<file path="config.mk">
export PLATFORM = sky130hd
export DESIGN_NAME = word_frame_receiver_crc16
export DESIGN_NICKNAME = d
export VERILOG_FILES = /design/src/wfr_pkg.sv /design/src/wfr_in_reg.sv /design/src/wfr_deframe.sv /design/src/word_frame_receiver_crc16.sv
export SDC_FILE = /design/constraint.sdc
export NUM_CORES = 1
export LEC_CHECK = 0
export CELL_PAD_IN_SITES_DETAIL_PLACEMENT = 0
export CELL_PAD_IN_SITES_GLOBAL_PLACEMENT = 2
export CORE_UTILIZATION = 40
export CTS_BUF_LIST = sky130_fd_sc_hd__clkbuf_2
export CTS_CLUSTER_DIAMETER = 50
export DETAILED_ROUTE_END_ITERATION = 10
export DONT_BUFFER_PORTS = 1
export PLACE_DENSITY_LB_ADDON = 0.1
export SLEW_MARGIN = 10
export SYNTH_ARGS = -nofsm -noshare
export SYNTH_HDL_FRONTEND = slang
export SYNTH_SLANG_ARGS = --single-unit
</file>
<file path="constraint.sdc">
create_clock -name clk_i -period 6.2 [get_ports clk_i]
set_input_delay 0.31 -clock clk_i [delete_from_list [all_inputs] [get_ports clk_i]]
set_output_delay 0.31 -clock clk_i [all_outputs]
set_load 0.02 [all_outputs]
</file>
<file path="src/wfr_pkg.sv">
// Package with the types and constants of the word frame receiver.
`default_nettype none

package wfr_pkg;

  localparam int unsigned MAX_PAYLOAD = 1024;

  localparam logic [15:0] CRC_INIT = 16'hFFFF;

  typedef enum logic {
    PHASE_HEADER,
    PHASE_BODY
  } phase_e;

  typedef enum logic [1:0] {
    KIND_MORE      = 2'd0,
    KIND_GOOD      = 2'd1,
    KIND_BAD_CRC   = 2'd2,
    KIND_TOO_LARGE = 2'd3
  } result_kind_e;

  typedef struct packed {
    result_kind_e kind;
    logic [15:0]  command_type;
    logic [31:0]  payload_word;
    logic [2:0]   payload_bytes;
    logic         frame_last;
  } result_t;

endpackage

`default_nettype wire

</file>
<file path="src/wfr_in_reg.sv">
// Input register stage that holds one received link word.
`default_nettype none

module wfr_in_reg (
  input  wire logic        clk_i,
  input  wire logic        rst_ni,
  input  wire logic        in_valid_i,
  output logic             in_ready_o,
  input  wire logic [31:0] link_word_i,
  input  wire logic        take_i,
  output logic             valid_o,
  output logic [31:0]      word_o
);

  logic        valid_q, valid_d;
  logic [31:0] word_q;

  assign in_ready_o = !valid_q || take_i;

  always_comb begin
    valid_d = valid_q;
    if (in_valid_i && in_ready_o) begin
      valid_d = 1'b1;
    end else if (take_i) begin
      valid_d = 1'b0;
    end
  end

  always_ff @(posedge clk_i or negedge rst_ni) begin
    if (!rst_ni) begin
      valid_q <= 1'b0;
    end else begin
      valid_q <= valid_d;
    end
  end

  always_ff @(posedge clk_i) begin
    if (in_valid_i && in_ready_o) begin
      word_q <= link_word_i;
    end
  end

  assign valid_o = valid_q;
  assign word_o  = word_q;

endmodule

`default_nettype wire

</file>
<file path="src/wfr_deframe.sv">
// Frame state, payload extraction and CRC-16 check for one link word.
`default_nettype none

module wfr_deframe #(
  parameter int unsigned MAX_PAYLOAD = wfr_pkg::MAX_PAYLOAD,
  localparam int unsigned SizeW = $clog2(MAX_PAYLOAD + 1)
) (
  input  wire logic        clk_i,
  input  wire logic        rst_ni,
  input  wire logic [31:0] word_i,
  input  wire logic        advance_i,
  output logic             res_valid_o,
  output wfr_pkg::result_t res_o,
  output logic [SizeW-1:0] res_size_o
);

  localparam int unsigned BlW = $clog2(MAX_PAYLOAD + 8);

  function automatic logic [15:0] crc_byte(input logic [15:0] crc, input logic [7:0] b);
    logic [7:0] x;
    x = crc[15:8] ^ b;
    x = x ^ (x >> 4);
    return (crc << 8) ^ ({8'h00, x} << 12) ^ ({8'h00, x} << 5) ^ {8'h00, x};
  endfunction

  wfr_pkg::phase_e  phase_q, phase_d;
  logic [15:0]      type_q, type_d;
  logic [SizeW-1:0] size_q, size_d;
  logic [BlW-1:0]   left_q, left_d;
  logic [15:0]      crc_q, crc_d;
  logic [7:0]       hi_q, hi_d;

  logic [7:0]  byte_w [4];
  logic [15:0] body_crc [5];
  logic [15:0] head_crc [5];
  logic [15:0] hdr_size;
  logic        too_large;
  logic [2:0]  pay_cnt;
  logic [31:0] pay_word;
  logic [15:0] pay_crc;
  logic [7:0]  crc_hi;
  logic [7:0]  crc_lo;
  logic        body_last;

  assign hdr_size  = word_i[15:0];
  assign too_large = hdr_size > 16'(MAX_PAYLOAD);
  assign body_last = left_q <= BlW'(4);

  always_comb begin
    body_crc[0] = crc_q;
    head_crc[0] = wfr_pkg::CRC_INIT;
    for (int p = 0; p < 4; p++) begin
      byte_w[p]     = word_i[31 - 8 * p -: 8];
      body_crc[p+1] = crc_byte(body_crc[p], byte_w[p]);
      head_crc[p+1] = crc_byte(head_crc[p], byte_w[p]);
    end
  end

  always_comb begin
    pay_cnt  = 3'd0;
    pay_word = '0;
    crc_hi   = hi_q;
    crc_lo   = 8'h00;
    for (int p = 0; p < 4; p++) begin
      if (left_q > BlW'(p + 2)) begin
        pay_word[31 - 8 * p -: 8] = byte_w[p];
        pay_cnt = pay_cnt + 3'd1;
      end
      if (left_q == BlW'(p + 2)) begin
        crc_hi = byte_w[p];
      end
      if (left_q == BlW'(p + 1)) begin
        crc_lo = byte_w[p];
      end
    end
  end

  always_comb begin
    case (pay_cnt)
      3'd1:    pay_crc = body_crc[1];
      3'd2:    pay_crc = body_crc[2];
      3'd3:    pay_crc = body_crc[3];
      3'd4:    pay_crc = body_crc[4];
      default: pay_crc = body_crc[0];
    endcase
  end

  always_comb begin
    phase_d = phase_q;
    case (phase_q)
      wfr_pkg::PHASE_HEADER: begin
        if (!too_large) begin
          phase_d = wfr_pkg::PHASE_BODY;
        end
      end
      wfr_pkg::PHASE_BODY: begin
        if (body_last) begin
          phase_d = wfr_pkg::PHASE_HEADER;
        end
      end
      default: phase_d = wfr_pkg::PHASE_HEADER;
    endcase
  end

  always_comb begin
    type_d = type_q;
    size_d = size_q;
    left_d = left_q;
    crc_d  = crc_q;
    hi_d   = hi_q;
    if (phase_q == wfr_pkg::PHASE_HEADER) begin
      if (!too_large) begin
        type_d = word_i[31:16];
        size_d = SizeW'(hdr_size);
        left_d = BlW'(hdr_size) + BlW'(2);
        crc_d  = head_crc[4];
        hi_d   = 8'h00;
      end
    end else begin
      left_d = body_last ? '0 : left_q - BlW'(4);
      crc_d  = pay_crc;
      hi_d   = crc_hi;
    end
  end

  always_comb begin
    res_o = '0;
    res_size_o = '0;
    case (phase_q)
      wfr_pkg::PHASE_HEADER: begin
        res_valid_o        = too_large;
        res_o.kind         = wfr_pkg::KIND_TOO_LARGE;
        res_o.command_type = word_i[31:16];
        res_o.frame_last   = 1'b1;
      end
      wfr_pkg::PHASE_BODY: begin
        res_valid_o         = 1'b1;
        res_o.command_type  = type_q;
        res_o.payload_word  = pay_word;
        res_o.payload_bytes = pay_cnt;
        res_o.frame_last    = body_last;
        res_size_o          = size_q;
        if (!body_last) begin
          res_o.kind = wfr_pkg::KIND_MORE;
        end else if ({crc_hi, crc_lo} == pay_crc) begin
          res_o.kind = wfr_pkg::KIND_GOOD;
        end else begin
          res_o.kind = wfr_pkg::KIND_BAD_CRC;
        end
      end
      default: begin
        res_valid_o = 1'b0;
      end
    endcase
  end

  always_ff @(posedge clk_i or negedge rst_ni) begin
    if (!rst_ni) begin
      phase_q <= wfr_pkg::PHASE_HEADER;
      type_q  <= '0;
      size_q  <= '0;
      left_q  <= '0;
      crc_q   <= wfr_pkg::CRC_INIT;
      hi_q    <= '0;
    end else if (advance_i) begin
      phase_q <= phase_d;
      type_q  <= type_d;
      size_q  <= size_d;
      left_q  <= left_d;
      crc_q   <= crc_d;
      hi_q    <= hi_d;
    end
  end

endmodule

`default_nettype wire

</file>
<file path="src/word_frame_receiver_crc16.sv">
// Top level of the length-prefixed word frame receiver with CRC-16 check.
// The block takes one 32-bit link word per cycle and sustains one transaction per
// cycle on both sides while out_ready_i stays high. A word is held in the input
// register, then decoded and checked by the combinational four-byte CRC-16 update,
// and its result is loaded into the result register when the word advances. Header
// words yield no result unless the payload size is above MAX_PAYLOAD. The input
// side keeps accepting while a result waits to be taken, until both the input and
// the result register are full.
`default_nettype none

module word_frame_receiver_crc16 #(
  parameter int unsigned MAX_PAYLOAD = wfr_pkg::MAX_PAYLOAD,
  localparam int unsigned SizeW = $clog2(MAX_PAYLOAD + 1)
) (
  input  wire logic        clk_i,
  input  wire logic        rst_ni,
  input  wire logic        in_valid_i,
  output logic             in_ready_o,
  input  wire logic [31:0] link_word_i,
  output logic             out_valid_o,
  input  wire logic        out_ready_i,
  output logic [1:0]       result_kind_o,
  output logic [15:0]      command_type_o,
  output logic [SizeW-1:0] payload_size_o,
  output logic [31:0]      payload_word_o,
  output logic [2:0]       payload_bytes_o,
  output logic             frame_last_o
);

  logic             word_valid;
  logic [31:0]      word;
  logic             advance;
  logic             res_valid;
  wfr_pkg::result_t res;
  logic [SizeW-1:0] res_size;

  logic             out_valid_q, out_valid_d;
  wfr_pkg::result_t res_q;
  logic [SizeW-1:0] size_q;

  assign advance = word_valid && (!out_valid_q || out_ready_i);

  wfr_in_reg u_in_reg (
    .clk_i       (clk_i),
    .rst_ni      (rst_ni),
    .in_valid_i  (in_valid_i),
    .in_ready_o  (in_ready_o),
    .link_word_i (link_word_i),
    .take_i      (advance),
    .valid_o     (word_valid),
    .word_o      (word)
  );

  wfr_deframe #(
    .MAX_PAYLOAD (MAX_PAYLOAD)
  ) u_deframe (
    .clk_i       (clk_i),
    .rst_ni      (rst_ni),
    .word_i      (word),
    .advance_i   (advance),
    .res_valid_o (res_valid),
    .res_o       (res),
    .res_size_o  (res_size)
  );

  always_comb begin
    out_valid_d = out_valid_q;
    if (advance) begin
      out_valid_d = res_valid;
    end else if (out_ready_i) begin
      out_valid_d = 1'b0;
    end
  end

  always_ff @(posedge clk_i or negedge rst_ni) begin
    if (!rst_ni) begin
      out_valid_q <= 1'b0;
    end else begin
      out_valid_q <= out_valid_d;
    end
  end

  always_ff @(posedge clk_i) begin
    if (advance && res_valid) begin
      res_q  <= res;
      size_q <= res_size;
    end
  end

  assign out_valid_o     = out_valid_q;
  assign result_kind_o   = res_q.kind;
  assign command_type_o  = res_q.command_type;
  assign payload_size_o  = size_q;
  assign payload_word_o  = res_q.payload_word;
  assign payload_bytes_o = res_q.payload_bytes;
  assign frame_last_o    = res_q.frame_last;

endmodule

`default_nettype wire

</file>
* Yosys cells after proc, flatten, opt, wreduce, memory -nomap -nowiden
Index checks and enable logic that the tools add are counted.
** Word-level totals
- Input bits :: 36
- Bits in writable memories :: 0
- Output and inout port bits :: 67
- ROM bits :: 0
- Word-level logic and storage cells :: 129
- Memories kept :: 0
- Bits in latches :: 0
- Register bits after elaboration :: 162
** Cells by class
- Shift operators :: 0
- Divide/modulo/power cells :: 0
- Eq/ne operators :: 11
- Bitwise gates (word level) :: 42
- Multiplexer cells :: 32
- $mul :: 0
- $lt $le $gt $ge :: 6
- Reductions and logical operators :: 15
- Add/subtract/negate cells :: 5
** Operators with widths (count)
- 16-bit by 13-bit XOR with 16-bit output :: 8
- 16-bit by 8-bit XOR with 16-bit output :: 8
- 16-bit XOR :: 7
- 8-bit 2-to-1 mux :: 10
- 16-bit case mux with 4 select lines :: 1
- 8-bit by 4-bit XOR with 8-bit output :: 8
- 8-bit XOR :: 7
- 18-bit case mux with 2 select lines :: 1
- 11-bit 2-to-1 mux :: 3
- 16-bit 2-to-1 mux :: 2
- 11-bit by 2-bit equality test with 1-bit output, second input constant :: 2
- 11-bit by 3-bit equality test with 1-bit output, second input constant :: 2
- 11-bit by 2-bit > comparator with 1-bit output, second input constant :: 2
- 11-bit by 3-bit > comparator with 1-bit output, second input constant :: 2
- 16-bit equality test :: 1
- 16-bit by 11-bit > comparator with 1-bit output, second input constant :: 1
- 8-bit inverter :: 2
- 11-bit by 2-bit adder with 11-bit output, second input constant :: 1
- 11-bit by 1-bit equality test with 1-bit output, second input constant :: 1
- 11-bit by 3-bit <= comparator with 1-bit output, second input constant :: 1
- 11-bit by 3-bit subtractor with 11-bit output, second input constant :: 1
- 2-bit AND reduction :: 5
- 3-bit by 1-bit adder with 3-bit output, second input constant :: 3
- 3-bit 2-to-1 mux :: 3
- 13 further kinds :: 29

* Depth between registers and ports, before layout
- Depth in word-level cells :: 25
- Gate-level depth with buffers :: 27
- Depth with buffers taken out :: 22

* Modules after synthesis
A second synthesis with hierarchy kept.
** Unflattened totals
- Cells, all modules :: 989
- Area, all modules :: 10924.2 µm²
** Modules (own cells, without submodules)
- wfr_deframe :: instances 1, seq. area each 1596.5 µm², area an instance 7888.8 µm², cells each 882
- word_frame_receiver_crc16 :: instances 1, seq. area each 1976.9 µm², area an instance 2020.7 µm², cells each 71
- wfr_in_reg :: instances 1, seq. area each 985.9 µm², area an instance 1014.7 µm², cells each 36

* Worst setup path after synthesis
Ideal clock, no wire load.
- Kind :: register to register
- From :: reg u_deframe.left_q[0]
- To :: reg res_q, in the netlist result_kind_o[1] (data pin)
- Data required time :: 5.946 ns
- Clock period less this slack :: 5.958 ns
- Cell stages (with the launch flop) :: 26
- Path buffers :: 6
- Setup slack :: 0.242 ns
- Arrival time :: 5.704 ns
- Library setup time :: 0.254 ns
- Path through :: dfrtp_1 -> clkbuf_1 -> clkbuf_1 -> buf_1 -> nand2_1 -> or3_1 -> a21oi_1 -> inv_1 -> ha_1 -> clkbuf_1 -> xnor2_2 -> inv_2 -> ha_1 -> xor2_1 -> and4_1 -> clkbuf_1 -> mux2i_1 -> buf_2 -> nor2_1 -> a2111oi_4 -> o22ai_1 -> or4_1 -> nor4_1 -> nand4_1 -> nand4b_1 -> a21bo_1
** Between the ends
- Cells in the longest elaborated chain, start to end :: 14
- Elaborated cells between the ends (all ways) :: 34
- Those cells by class :: add/sub (3); order compare (5); eq/ne (10); mux (16)
** Ends and longest elaborated chain
- start, declared :: line wfr_deframe.sv:29 : logic [BlW-1:0] left_q, left_d;
- start signal, assigned :: line wfr_deframe.sv:169 : left_q <= left_d;
- 11-bit by 2-bit > comparator with 1-bit output :: line wfr_deframe.sv:65 : if (left_q > BlW'(p + 2)) begin
- 1-bit 2-to-1 mux :: line wfr_deframe.sv:65
- 3-bit by 1-bit adder with 3-bit output :: line wfr_deframe.sv:67 : pay_cnt = pay_cnt + 3'd1;
- 3-bit 2-to-1 mux :: line wfr_deframe.sv:65
- 3-bit by 1-bit adder with 3-bit output :: line wfr_deframe.sv:67
- 3-bit 2-to-1 mux :: line wfr_deframe.sv:65
- 3-bit by 1-bit adder with 3-bit output :: line wfr_deframe.sv:67
- 3-bit 2-to-1 mux :: line wfr_deframe.sv:65
- 3-bit equality test (tied with other cells) :: line wfr_deframe.sv:79 : case (pay_cnt)
- 16-bit case mux with 4 select lines :: line wfr_deframe.sv:79
- 16-bit equality test :: line wfr_deframe.sv:145 : end else if ({crc_hi, crc_lo} == pay_crc) begin
- 2-bit 2-to-1 mux :: line wfr_deframe.sv:145
- 2-bit 2-to-1 mux (*) :: line wfr_deframe.sv:143 : if (!body_last) begin
- 18-bit case mux with 2 select lines (*) :: line wfr_deframe.sv:129 : case (phase_q)
- end signal, assigned :: line word_frame_receiver_crc16.sv:85 : res_q <= res;
- end, declared :: line word_frame_receiver_crc16.sv:38 : wfr_pkg::result_t res_q;
Mark *: on every way between the ends. The rest lies on a longest branch, timed or not.
A chain may end at the register's enable or synchronous reset.

* Final worst setup path
- From :: reg u_deframe.left_q[3]
- To :: reg res_q, in the netlist result_kind_o[1] (data pin)
Same word-level chain as after synthesis.

==> parameters.txt <==
Parameter                              Value

Outcome
  Outcome ... finished, final reports clean

STA
  Transition time of the tightest slew-check pin ... 1160 ps
  Final count of pins violating max slew ... 0
  Least setup slack across all paths after layout ... around 360 ps
  Slew margin rel. ... 0.225
  Setup violation total in the final timing report ... 0
  Final-layout setup total negative slack ... 0 ps
  RSZ-0062 raised after global routing ... false
  Highest clock frequency the design can meet ... around 170 MHz
  Minimum clock period ... approximately 6000 ps
  Share of the clock period used by the worst path ... 0.941
  Clk_skew ... approximately 80 ps
  Number of hold violations in the final report ... 0

Synth
  Register area share after synthesis ... 0.413
  Number of enable flip-flop cells after synthesis ... slightly below 100
  Netlist Area Pre-Place ... about 11000 µm²
  Average cell area after synthesis ... ~11 µm²
  Ys async rst share ... 0.401
  Number of nets in the synthesized netlist ... between 1000 and 1500
  Cell count after synthesis ... 1005
  YS warnings ... 0
  Post-synth top area share ... 0.264
  Largest area contributor in the synthesized netlist ... sky130_fd_sc_hd__edfxtp_1
  Unique cell type count in the Yosys netlist ... 84
  Number of synthesized register bits ... approximately 160
  Top FF cell, synth ... sky130_fd_sc_hd__edfxtp_1
  Top post-synthesis cells by area ... sky130_fd_sc_hd__edfxtp_1 26%, sky130_fd_sc_hd__dfrtp_1 11%, sky130_fd_sc_hd__xnor2_1 10%, sky130_fd_sc_hd__mux2_2 5.3%, sky130_fd_sc_hd__xnor3_1 3.9%

Route
  DRC viols ... 0
  Detailed Route WL ... around 40000 µm
  Via density per instance ... 6.03
  Number of iterations in the first detailed-routing pass ... 7
  Average detailed-routed wire length per instance ... between 20 and 30 µm
  Number of vias in the routed layout ... 8348
  Antenna Nets Post-Route ... 0
  Drt first-iter violations ... between 600 and 700

Worst setup path
  Worst path buffer plus inverter count ... 4
  Flop2flop setup slack ... about 360 ps
  Critical path cell sequence ... inv_1 > ha_1 > inv_1 > or3_1 > a21oi_2 > inv_1 > ha_1 > xnor2_2 > inv_2 > ha_1 > xor2_1 > and4_1 > mux2_4 > a222oi_1 > a211o_1 > o211ai_1 > a2111oi_0 > nand4_1 > nand4b_1 > a21bo_1
  Endpoint arrival time on the critical path ... about 6400 ps
  Slowest cell on the critical path ... sky130_fd_sc_hd__a222oi_1
  Cell count along the critical path ... 20
  Largest driver fanout on the critical path ... 12
  Largest stage delay, worst path ... 620 ps
  Critical path launch point type ... flop
  Required @ worst endpoint ... 6790 ps
  CP delay by family, top ... compound AO/OA/AOI/OAI gates
  Type of the worst setup path ... flop to flop
  Path depth of the worst reg2reg path ... 20
  Nature of the critical path endpoint ... flop

CTS
  Root buffer selected by CTS ... sky130_fd_sc_hd__clkbuf_2
  Number of CTS-inserted buffers ... 17
  CTS H-tree lvls ... 4
  Clock-pin slew on the worst setup and hold paths ... roughly 360 ps
  Worst-Skew Late Latency ... 780 ps
  CTS tree ... done
  Maximum root-to-sink buffer count ... 2
  Clock sink count ... 162

Finish
  Synthesis-to-layout area growth ... 10.5%
  Final instance area ... approximately 12000 µm²
  Count of nets after finishing ... roughly 1100
  Fraction of final layout cells sized beyond drive strength 1 ... 0.191
  Leading cell types in the layout, fill and taps excluded ... 126 x sky130_fd_sc_hd__xnor2_1, 97 x sky130_fd_sc_hd__edfxtp_1, 51 x sky130_fd_sc_hd__nand2_1, 51 x sky130_fd_sc_hd__mux2_2
  Most common cell after layout, fill and taps aside ... sky130_fd_sc_hd__xnor2_1

Global route
  All-layer global routing usage ... 0.285
  Pin count of the biggest net entering global routing ... 66
  Initial antenna violation count ... 3
  Residual overflow from global routing ... 0
  First-pass GRT wire length ... 57600 µm
  Via count of the first global-routing pass ... between 8000 and 9000

Placed design
  Count of input and output buffers ... 0
  Instance area after placement ... between 10000 and 15000 µm²
  Worst slack at placement ... ~150 ps
  Routability Congestion ... about 0.97
  DPL Wire Length ... between 20000 and 30000 µm

Floorplan
  Io pins ... 103
  Floorplan row count ... 60
  Area of the core ... around 27000 µm²
  Die outline height ... between 150 and 200 µm
  Die outline width ... approximately 170 µm
  Initial core utilization ... 0.409
  DIE AREA ... roughly 28000 µm²

Hold path
  Cell depth of the worst hold path ... 2
  Path category of the worst min-delay check ... primary input to flop

Run
  MaxCap Viol Count ... 0
-- worst reg2reg max path: stages (launching register included) --
cell and delay [ps]:
sky130_fd_sc_hd__dfrtp_2 550, sky130_fd_sc_hd__inv_1 220, sky130_fd_sc_hd__ha_1 220, sky130_fd_sc_hd__inv_1 70
sky130_fd_sc_hd__or3_1 390, sky130_fd_sc_hd__a21oi_2 180, sky130_fd_sc_hd__inv_1 60, sky130_fd_sc_hd__ha_1 410
sky130_fd_sc_hd__xnor2_2 240, sky130_fd_sc_hd__inv_2 60, sky130_fd_sc_hd__ha_1 260, sky130_fd_sc_hd__xor2_1 200
sky130_fd_sc_hd__and4_1 300, sky130_fd_sc_hd__mux2_4 400, sky130_fd_sc_hd__a222oi_1 630, sky130_fd_sc_hd__a211o_1 220
sky130_fd_sc_hd__o211ai_1 100, sky130_fd_sc_hd__a2111oi_0 540, sky130_fd_sc_hd__nand4_1 180, sky130_fd_sc_hd__nand4b_1 240
sky130_fd_sc_hd__a21bo_1 210
-- area by class of cell --
| type | instances | area [µm²] |
|---|---|---|
| diodes | 3 | 7.51 |
| well taps | 341 | 427 |
| fillers | 2542 | 14800 |
| clock inverters | 15 | 184 |
| flip-flops and latches | 162 | 4560 |
| repair buffers | 85 | 751 |
| clock buffers | 17 | 85.1 |
| multi-input cells | 744 | 6120 |
| inverters | 18 | 67.6 |
-- state kept, by name, summed over array words and instances (netlist names) --
signal	cells
out_valid_o	1
u_deframe.type_q	16
command_type_o	16
frame_last_o	1
u_deframe.left_q	11
u_deframe.phase_q	1
u_in_reg.valid_o	1
payload_size_o	11
payload_bytes_o	3
u_deframe.crc_q	16
u_deframe.hi_q	8
payload_word_o	32
u_in_reg.word_o	32
u_deframe.size_q	11
result_kind_o	2
-- cells in the mapped netlist, drive strengths merged, types with 11 or more instances --
cell and instances:
a21oi 38, nor3 12, mux2i 14, and2 26
dfstp 16, inv 18, a22o 21, nand2 51
xnor2 136, xor2 50, buf 27, and3 28
o21ai 46, clkbuf 54, nor2 48, dfrtp 49
edfxtp 97, nand3 21, mux2 52, xnor3 25
o22ai 37, a22oi 11
-- per-layer routing --
metal / global-route usage / up-vias / part of all wire
met5: 0 / - / 0
met4: 0.110 / 0 / 0.035
met3: 0.0503 / 72 / 0.064
met2: 0.476 / 354 / 0.48
met1: 0.368 / 4221 / 0.42
li1: - / 3701 / -
-- stage by stage --
stage	hold slack (ps)	cells	utilization
global route	55.3	1384	0.451
finish	108	1385	0.452
detailed placement	16.6	1312	0.425
floorplan	14.4	1005	-
global placement	16.7	1312	0.425
CTS	7.87	1381	0.449
-- cells by family after synthesis --
kind of cell / Yosys count / synth area share
adders and majority gates: 7 / 0.00793
AOI/OAI and AO/OA: 219 / 0.136
xor gates and xnor gates: 218 / 0.228
and+or+nand+nor: 234 / 0.111
buffers and inverters: 99 / 0.0384
muxes: 66 / 0.0657
DFF: 162 / 0.413
-- repair_timing --
action	in CTS	in global routing
endpoints found under the setup margin	0	2
hold endpoints to repair	99	7
buffers inserted	0	0
gates resized for setup	0	12
hold buffers	37	1
-- worst paths after layout --
check,from,end
setup / recovery,u_deframe.left_q[3],result_kind_o[1]
hold / removal,in_valid_i,u_in_reg.word_o[25]
setup reg to reg,u_deframe.left_q[3],result_kind_o[1]
hold reg to reg,u_deframe.hi_q[1],u_deframe.hi_q[1]
max in group asynchronous,rst_ni,u_deframe.crc_q[9]
min in group asynchronous,rst_ni,u_deframe.type_q[9]
Power is not shown: default switching activity piles up to over one toggle a cycle in this logic, so the estimate is an artifact.
